**src/rtl/rhht_pkg.sv**
```systemverilog
// rhht_pkg: shared command codes, result codes and control structs
// for the robin hood hash table unit; no dependencies
package rhht_pkg;

    typedef logic [1:0] t_op;
    typedef logic [2:0] t_status;

    localparam t_op OP_INSERT = 2'd0;
    localparam t_op OP_LOOKUP = 2'd1;
    localparam t_op OP_REMOVE = 2'd2;

    localparam t_status ST_INSERTED  = 3'd0;
    localparam t_status ST_UPDATED   = 3'd1;
    localparam t_status ST_FOUND     = 3'd2;
    localparam t_status ST_NOT_FOUND = 3'd3;
    localparam t_status ST_REMOVED   = 3'd4;
    localparam t_status ST_FULL      = 3'd5;

    typedef struct packed {
        logic    load_item;
        logic    calc_home;
        logic    find_read;
        logic    find_next;
        logic    insert_start;
        logic    place_read;
        logic    place_write;
        logic    place_step;
        logic    upd_write;
        logic    shift_start;
        logic    shift_read;
        logic    shift_move;
        logic    shift_clear;
        logic    clr_write;
        logic    count_inc;
        logic    count_dec;
        logic    res_we;
        t_status res_code;
        logic    out_load;
    } t_dp_cmd;

    typedef struct packed {
        t_op  op;
        logic d_over;
        logic rd_used;
        logic key_eq;
        logic rd_evict;
        logic rd_dist_zero;
        logic nx_is_pos;
        logic full;
        logic first;
        logic clr_last;
    } t_dp_stat;

endpackage

```
**src/rtl/rhht_ctrl.sv**
```systemverilog
// rhht_ctrl: sequencer for probe, placement, backward shift and clearing
// depends on rhht_pkg
module rhht_ctrl (
    input  logic              i_clk,
    input  logic              i_rst_n,
    input  logic              i_cfg_we,
    input  logic              i_in_valid,
    input  logic              i_out_stall,
    input  rhht_pkg::t_dp_stat i_st,
    output rhht_pkg::t_dp_cmd  o_cmd,
    output logic              o_in_stall,
    output logic              o_out_valid
);
    import rhht_pkg::*;

    localparam logic [3:0] S_CLEAR = 4'd0;
    localparam logic [3:0] S_IDLE  = 4'd1;
    localparam logic [3:0] S_HOME  = 4'd2;
    localparam logic [3:0] S_FRD   = 4'd3;
    localparam logic [3:0] S_FCK   = 4'd4;
    localparam logic [3:0] S_PRD   = 4'd5;
    localparam logic [3:0] S_PCK   = 4'd6;
    localparam logic [3:0] S_SRD   = 4'd7;
    localparam logic [3:0] S_SCK   = 4'd8;
    localparam logic [3:0] S_DONE  = 4'd9;

    logic [3:0] r_state, n_state;
    logic       r_out_valid, n_out_valid;
    t_dp_cmd    c;

    assign o_in_stall  = (r_state != S_IDLE) || i_cfg_we;
    assign o_out_valid = r_out_valid;
    assign o_cmd       = c;

    always_comb begin
        c           = '0;
        n_state     = r_state;
        n_out_valid = r_out_valid && i_out_stall;
        case (r_state)
            S_CLEAR: begin
                c.clr_write = 1'b1;
                if (i_st.clr_last) n_state = S_IDLE;
            end
            S_IDLE: begin
                if (i_in_valid) begin
                    c.load_item = 1'b1;
                    n_state     = S_HOME;
                end
            end
            S_HOME: begin
                c.calc_home = 1'b1;
                n_state     = S_FRD;
            end
            S_FRD: begin
                if (i_st.op != OP_INSERT && i_st.op != OP_LOOKUP && i_st.op != OP_REMOVE) begin
                    c.res_we   = 1'b1;
                    c.res_code = ST_NOT_FOUND;
                    n_state    = S_DONE;
                end else if (i_st.d_over) begin
                    if (i_st.op != OP_INSERT) begin
                        c.res_we   = 1'b1;
                        c.res_code = ST_NOT_FOUND;
                        n_state    = S_DONE;
                    end else if (i_st.full) begin
                        c.res_we   = 1'b1;
                        c.res_code = ST_FULL;
                        n_state    = S_DONE;
                    end else begin
                        c.insert_start = 1'b1;
                        n_state        = S_PRD;
                    end
                end else begin
                    c.find_read = 1'b1;
                    n_state     = S_FCK;
                end
            end
            S_FCK: begin
                if (!i_st.rd_used) begin
                    if (i_st.op != OP_INSERT) begin
                        c.res_we   = 1'b1;
                        c.res_code = ST_NOT_FOUND;
                        n_state    = S_DONE;
                    end else if (i_st.full) begin
                        c.res_we   = 1'b1;
                        c.res_code = ST_FULL;
                        n_state    = S_DONE;
                    end else begin
                        c.insert_start = 1'b1;
                        n_state        = S_PRD;
                    end
                end else if (i_st.key_eq) begin
                    c.res_we = 1'b1;
                    case (i_st.op)
                        OP_INSERT: begin
                            c.upd_write = 1'b1;
                            c.res_code  = ST_UPDATED;
                            n_state     = S_DONE;
                        end
                        OP_REMOVE: begin
                            c.res_code    = ST_REMOVED;
                            c.count_dec   = 1'b1;
                            c.shift_start = 1'b1;
                            n_state       = S_SRD;
                        end
                        default: begin
                            c.res_code = ST_FOUND;
                            n_state    = S_DONE;
                        end
                    endcase
                end else begin
                    c.find_next = 1'b1;
                    n_state     = S_FRD;
                end
            end
            S_PRD: begin
                c.place_read = 1'b1;
                n_state      = S_PCK;
            end
            S_PCK: begin
                c.place_step = 1'b1;
                n_state      = S_PRD;
                if (!i_st.rd_used || i_st.rd_evict) begin
                    c.place_write = 1'b1;
                    if (i_st.first) begin
                        c.res_we    = 1'b1;
                        c.res_code  = ST_INSERTED;
                        c.count_inc = 1'b1;
                    end
                    if (!i_st.rd_used) n_state = S_DONE;
                end
            end
            S_SRD: begin
                if (i_st.nx_is_pos) begin
                    c.shift_clear = 1'b1;
                    n_state       = S_DONE;
                end else begin
                    c.shift_read = 1'b1;
                    n_state      = S_SCK;
                end
            end
            S_SCK: begin
                if (!i_st.rd_used || i_st.rd_dist_zero) begin
                    c.shift_clear = 1'b1;
                    n_state       = S_DONE;
                end else begin
                    c.shift_move = 1'b1;
                    n_state      = S_SRD;
                end
            end
            S_DONE: begin
                if (!r_out_valid || !i_out_stall) begin
                    c.out_load  = 1'b1;
                    n_out_valid = 1'b1;
                    n_state     = S_IDLE;
                end
            end
            default: n_state = S_IDLE;
        endcase
        if (i_cfg_we) n_state = S_CLEAR;
    end

    always_ff @(posedge i_clk) begin
        if (!i_rst_n) begin
            r_state     <= S_CLEAR;
            r_out_valid <= 1'b0;
        end else begin
            r_state     <= n_state;
            r_out_valid <= n_out_valid;
        end
    end

endmodule

```
**config.mk**
```make
export PLATFORM = sky130hd
export DESIGN_NAME = rhht_ctrl
export DESIGN_NICKNAME = d
export VERILOG_FILES = /design/src/rtl/rhht_pkg.sv /design/src/rtl/rhht_ctrl.sv
export SDC_FILE = /design/constraint.sdc
export NUM_CORES = 1
export LEC_CHECK = 0
export ABC_AREA = 1
export BUFFER_PORTS_ARGS = -buffer_cell sky130_fd_sc_hd__buf_2
export CORE_UTILIZATION = 43
export DETAILED_ROUTE_END_ITERATION = 6
export PLACE_DENSITY = 0.77
export SLEW_MARGIN = 0
export SYNTH_ARGS = -nofsm -noshare
export SYNTH_HDL_FRONTEND = slang
export SYNTH_SLANG_ARGS = --single-unit
```
**constraint.sdc**
```tcl
create_clock -name i_clk -period 1.5 [get_ports i_clk]
set_input_delay 0.075 -clock i_clk [delete_from_list [all_inputs] [get_ports i_clk]]
set_output_delay 0.075 -clock i_clk [all_outputs]
set_load 0.02 [all_outputs]
```
After elaboration in Yosys (flattened, before gate mapping)
Index checks and enable logic that the tools add are counted.

Output and inout port bits: 23. Word-level logic and storage cells: 99. Memories kept: 0. Input bits: 16. Bits in registers: 5. Memory bits (writable): 0. Bits in latches: 0. ROM bits: 0.

Order comparisons: 0. Shift operators: 0. Mux-type cells: 65. Reductions and logical operators: 15. Multipliers: 0. Equality and inequality tests: 16. Divide/modulo/power cells: 0. Add/sub/neg operators: 0. Bitwise operators: 1.

Operators with widths (number): 2-to-1 mux 4 bit (20); one-hot mux 4 bit (10 select lines) (1); 2-to-1 mux 1 bit (35); equality test 4 x 3 -> 1 bit, second input constant (4); one-hot mux 4 bit (3 select lines) (1); equality test 4 x 2 -> 1 bit, second input constant (2); equality test 4 bit, second input constant (2); 2-to-1 mux 2 bit (4); inequality test 2 bit, second input constant (4); one-hot mux 3 bit (2 select lines) (1); 2-to-1 mux 5 bit (1); equality test 4 x 1 -> 1 bit, second input constant (1); logical NOT 4 bit (1); logical OR 1 bit (4); inequality test 4 x 1 -> 1 bit, second input constant (1); one-hot mux 1 bit (2 select lines) (2); logical AND 1 bit (3); logical NOT 1 bit (3); AND reduction 3 bit (1); equality test 2 bit, second input constant (1); logical NOT 2 bit (1); inequality test 2 x 1 -> 1 bit, second input constant (1); nonzero test 2 bit (1); OR reduction 2 bit (1); NOT 1 bit (1).

Longest topological paths before layout
Depth in word-level cells: 5. Mapped depth: 8. Depth with buffers taken out: 8.

Least setup slack after synthesis
Ideal clock, no wire load.

Path kind: register to output. From: register r_state[2]. To: output port o_cmd[4] (netlist bit). Required time: 1425 ps. Data arrival time: 1362 ps. Slack: 63 ps. Cell stages (with the launch flop): 7. Path buffers: 0. Cells stage by stage: dfxtp_1 > inv_2 > nor2_4 > nand2_1 > nor2_1 > nand2_1 > o2111ai_1.

RTL lines: start, declared (line rhht_ctrl.sv:27) `logic [3:0] r_state, n_state;`; start signal, assigned (line rhht_ctrl.sv:167) `r_state <= n_state;`; end, declared (line rhht_ctrl.sv:10) `output rhht_pkg::t_dp_cmd o_cmd,`.

==> impl_metrics.tcl <==
set metrics [dict create \
    outcome "finished, violations left" \
    violations "setup timing" \
    final-setup-viol-count 1 \
    grt_overflow 0 \
    maxSlewViolCount 0 \
    gp_congestion 0.957 \
    die_w_um 41.7 \
    clock_power_share 0.387 \
    clk_pin_slew_ns 0.04 \
    cts_made_buffers 3 \
    root_buffer "clkbuf_4" \
    first_global_vias 874 \
    grtUsageTotal 0.252 \
    antenna_found_initial 0 \
    crit_type "reg -> out" \
    fin_crit_sh 1.09 \
    rows 13 \
    final_common_cell "buf_2" \
    p_sw_frac 0.321 \
    wire_per_inst_um 12.1 \
    slowest_delay_ns 0.38 \
    yosysTopAreaCellShare 0.199 \
    comb_power_share 0.279 \
    syn2layout_area_growth_pct 53.5 \
    power.switching_uw 129 \
    drt_wl_total_mm 2.30 \
    synth_area_um2 678 \
    most-common-layout-cells "buf_2 (36), nand2_1 (32), nor2_1 (21)" \
    synth.distinct_cells 23 \
    p_seq_frac 0.334 \
    cp_data_required_time_ns 1.42 \
    use_met3 0.0174 \
    clk_path_buf_depth 2 \
    syn_inst 126 \
    grt_max_degree 9 \
    rsz0062_at_grt "yes" \
    cts_num_sinks 5 \
    nets 192 \
    use_met1 0.344 \
    hold_ws_ns 0.0780 \
    clk_latency_ns 0.24 \
    syn-num-nets 142 \
    drive_above_1_share 0.411 \
    r2r_cells 7 \
    holdPathEnd "o_out_valid$_SDFF_PN0_" \
    die_y_um 41.7 \
    setup_slack_ns -0.138 \
    hp-class "in -> reg" \
    drt_iter0_markers 23 \
    utilization 0.753 \
    vias 1002 \
    ys_warn_count 0 \
    port-buffer-count 38 \
    dieArea_um2 1740 \
    antenna_cells 0 \
    cts_htree_levels 1 \
    yosysSeqAreaShare 0.148 \
    cts_tree "done" \
    initial_core_util 0.490 \
    worstHoldStart "i_rst_n" \
    firstDrtPassIters 4 \
    worstMarginPinSlew_ns 0.356 \
    yosys_register_bits 5 \
    post-route-drc-count 0 \
    maxSlewHeadroom 0.762 \
    rr_startpoint "r_state[0]$_SDFFE_PP0P_" \
    slowest_stage "o32ai_1" \
    worstPathArrival_ns 1.56 \
    antenna_left 0 \
    finalClockSkew_ns 0.000736 \
    synth.largest_area_cell "nand2_1" \
    drv_cap 0 \
    use_met2 0.434 \
    syn-mean-instance-area_um2 5.38 \
    hpwl_mm 1.71 \
    leakage_nw 0.624 \
    gr-max-usage-layer "met2" \
    post_drt_via_cell_ratio 5.27 \
    intPower_uw 273 \
    fin_crit_ns 1.64 \
    timing.fmax_mhz 610 \
    critPathMaxFanout 4 \
    cp-end-kind "primary output" \
    grt_pass1_wl_mm 3.59 \
    r2r_slack_ns 0.15 \
    p_per_area_nw_per_um2 386 \
    reg2reg_to "r_state[1]$_SDFFE_PP0P_" \
    crit_path_start_kind "flip-flop" \
    holdBufCountCts 0 \
    hold_violations 0 \
    synth_area_leaders "nand2_1 (20%), dfxtp_1 (15%), nor2_1 (13%), inv_1 (11%), nand3_1 (8.9%)" \
    io_pins 39 \
    worstPathCellList "buf_4, nor2_4, nand2_2, o32ai_1, buf_2" \
    vdd_drop_max_mv 0.392 \
    hold_path_depth 3 \
    coreArea_um2 1380 \
]
-- cell type report --
class,count,area [um2]
clock buffers,4,26.3
fillers,128,342
inverters,23,93.8
multi-input cells,97,518
flip-flops and latches,5,113
well taps,15,18.8
repair buffers,46,272
-- flip-flops by register name, indices dropped and copies added (netlist names) --
name and count:
o_out_valid 1, r_state 4
-- logic make-up after synthesis --
group	after synthesis	share of synthesized area
AND/OR/NAND/NOR	88	0.629
buffers and inverters	24	0.138
AO/OA/AOI/OAI	9	0.0849
flip-flops	5	0.148
-- worst max path at each step --
stage                       startpoint       end  slack, ns  cells past startpoint
3_5_place_dp   r_state[3]$_SDFFE_PP0P_  o_cmd[3]       0.11                      8
5_1_grt        r_state[3]$_SDFFE_PP0P_  o_cmd[2]      -0.15                      5
6_report       r_state[3]$_SDFFE_PP0P_  o_cmd[2]      -0.14                      5
4_1_cts        r_state[2]$_SDFFE_PP0P_  o_cmd[4]       0.01                      7
2_1_floorplan  r_state[2]$_SDFFE_PP0P_  o_cmd[4]       0.06                      6
3_3_place_gp   r_state[3]$_SDFFE_PP0P_  o_cmd[3]       0.14                      8
-- routing by layer --
metal | wire (um) | vias up
met5 | 0 | -
met4 | 47 | 0
met3 | 159 | 8
met2 | 1120 | 54
met1 | 969 | 439
li1 | - | 501
-- cells in the mapped netlist --
cell type	number
nand2_1	36
nor2_1	23
inv_1	20
nand3_1	12
dfxtp_1	5
a21oi_1	4
nor2_4	4
inv_2	3
nor3_1	3
nand3b_1	2
nand4_1	2
a31oi_1	1
and3_1	1
buf_4	1
nand2_4	1
nand3_4	1
nor2_2	1
nor3_2	1
nor4_1	1
o2111ai_1	1
o21ai_1	1
o221ai_1	1
o32ai_1	1
-- power groups by stage --
stage	logic [mW]	clock network [mW]	registers (mW)
finish	0.112	0.156	0.134
global route	0.124	0.170	0.134
CTS	0.105	0.156	0.139
detailed placement	0.101	0	0.141
global placement	0.0992	0	0.140
floorplan	0.0573	0	0.140
-- worst max-delay path, delay by kind of cell, from the launching register on --
kind	cells	cell delay (ns)
flops	1	0.36
simple gates	2	0.21
compound gates	1	0.38
buf+inv	2	0.38
-- what timing repair did --
| action | 4_1_cts | 5_1_grt |
|---|---|---|
| resized for setup | 10 | 14 |
| pin swaps | 2 | 3 |
| setup buffers | 4 | 3 |
| setup endpoints to repair | 9 | 9 |
| hold endpoints to repair | 0 | 0 |
-- per-stage QoR --
step | power (mW) | instances | cell area, um2 | worst slack (ns) | TNS (ns)
5_1_grt | 0.428 | 190 | 1040 | -0.154 | -0.218
3_5_place_dp | 0.242 | 179 | 887 | 0.111 | 0
3_3_place_gp | 0.240 | 179 | 887 | 0.139 | 0
6_report | 0.402 | 190 | 1040 | -0.138 | -0.138
2_1_floorplan | 0.198 | 126 | 678 | 0.0629 | 0
4_1_cts | 0.400 | 187 | 975 | 0.0121 | 0
No activity file was read; power rests on OpenSTA's default activity.
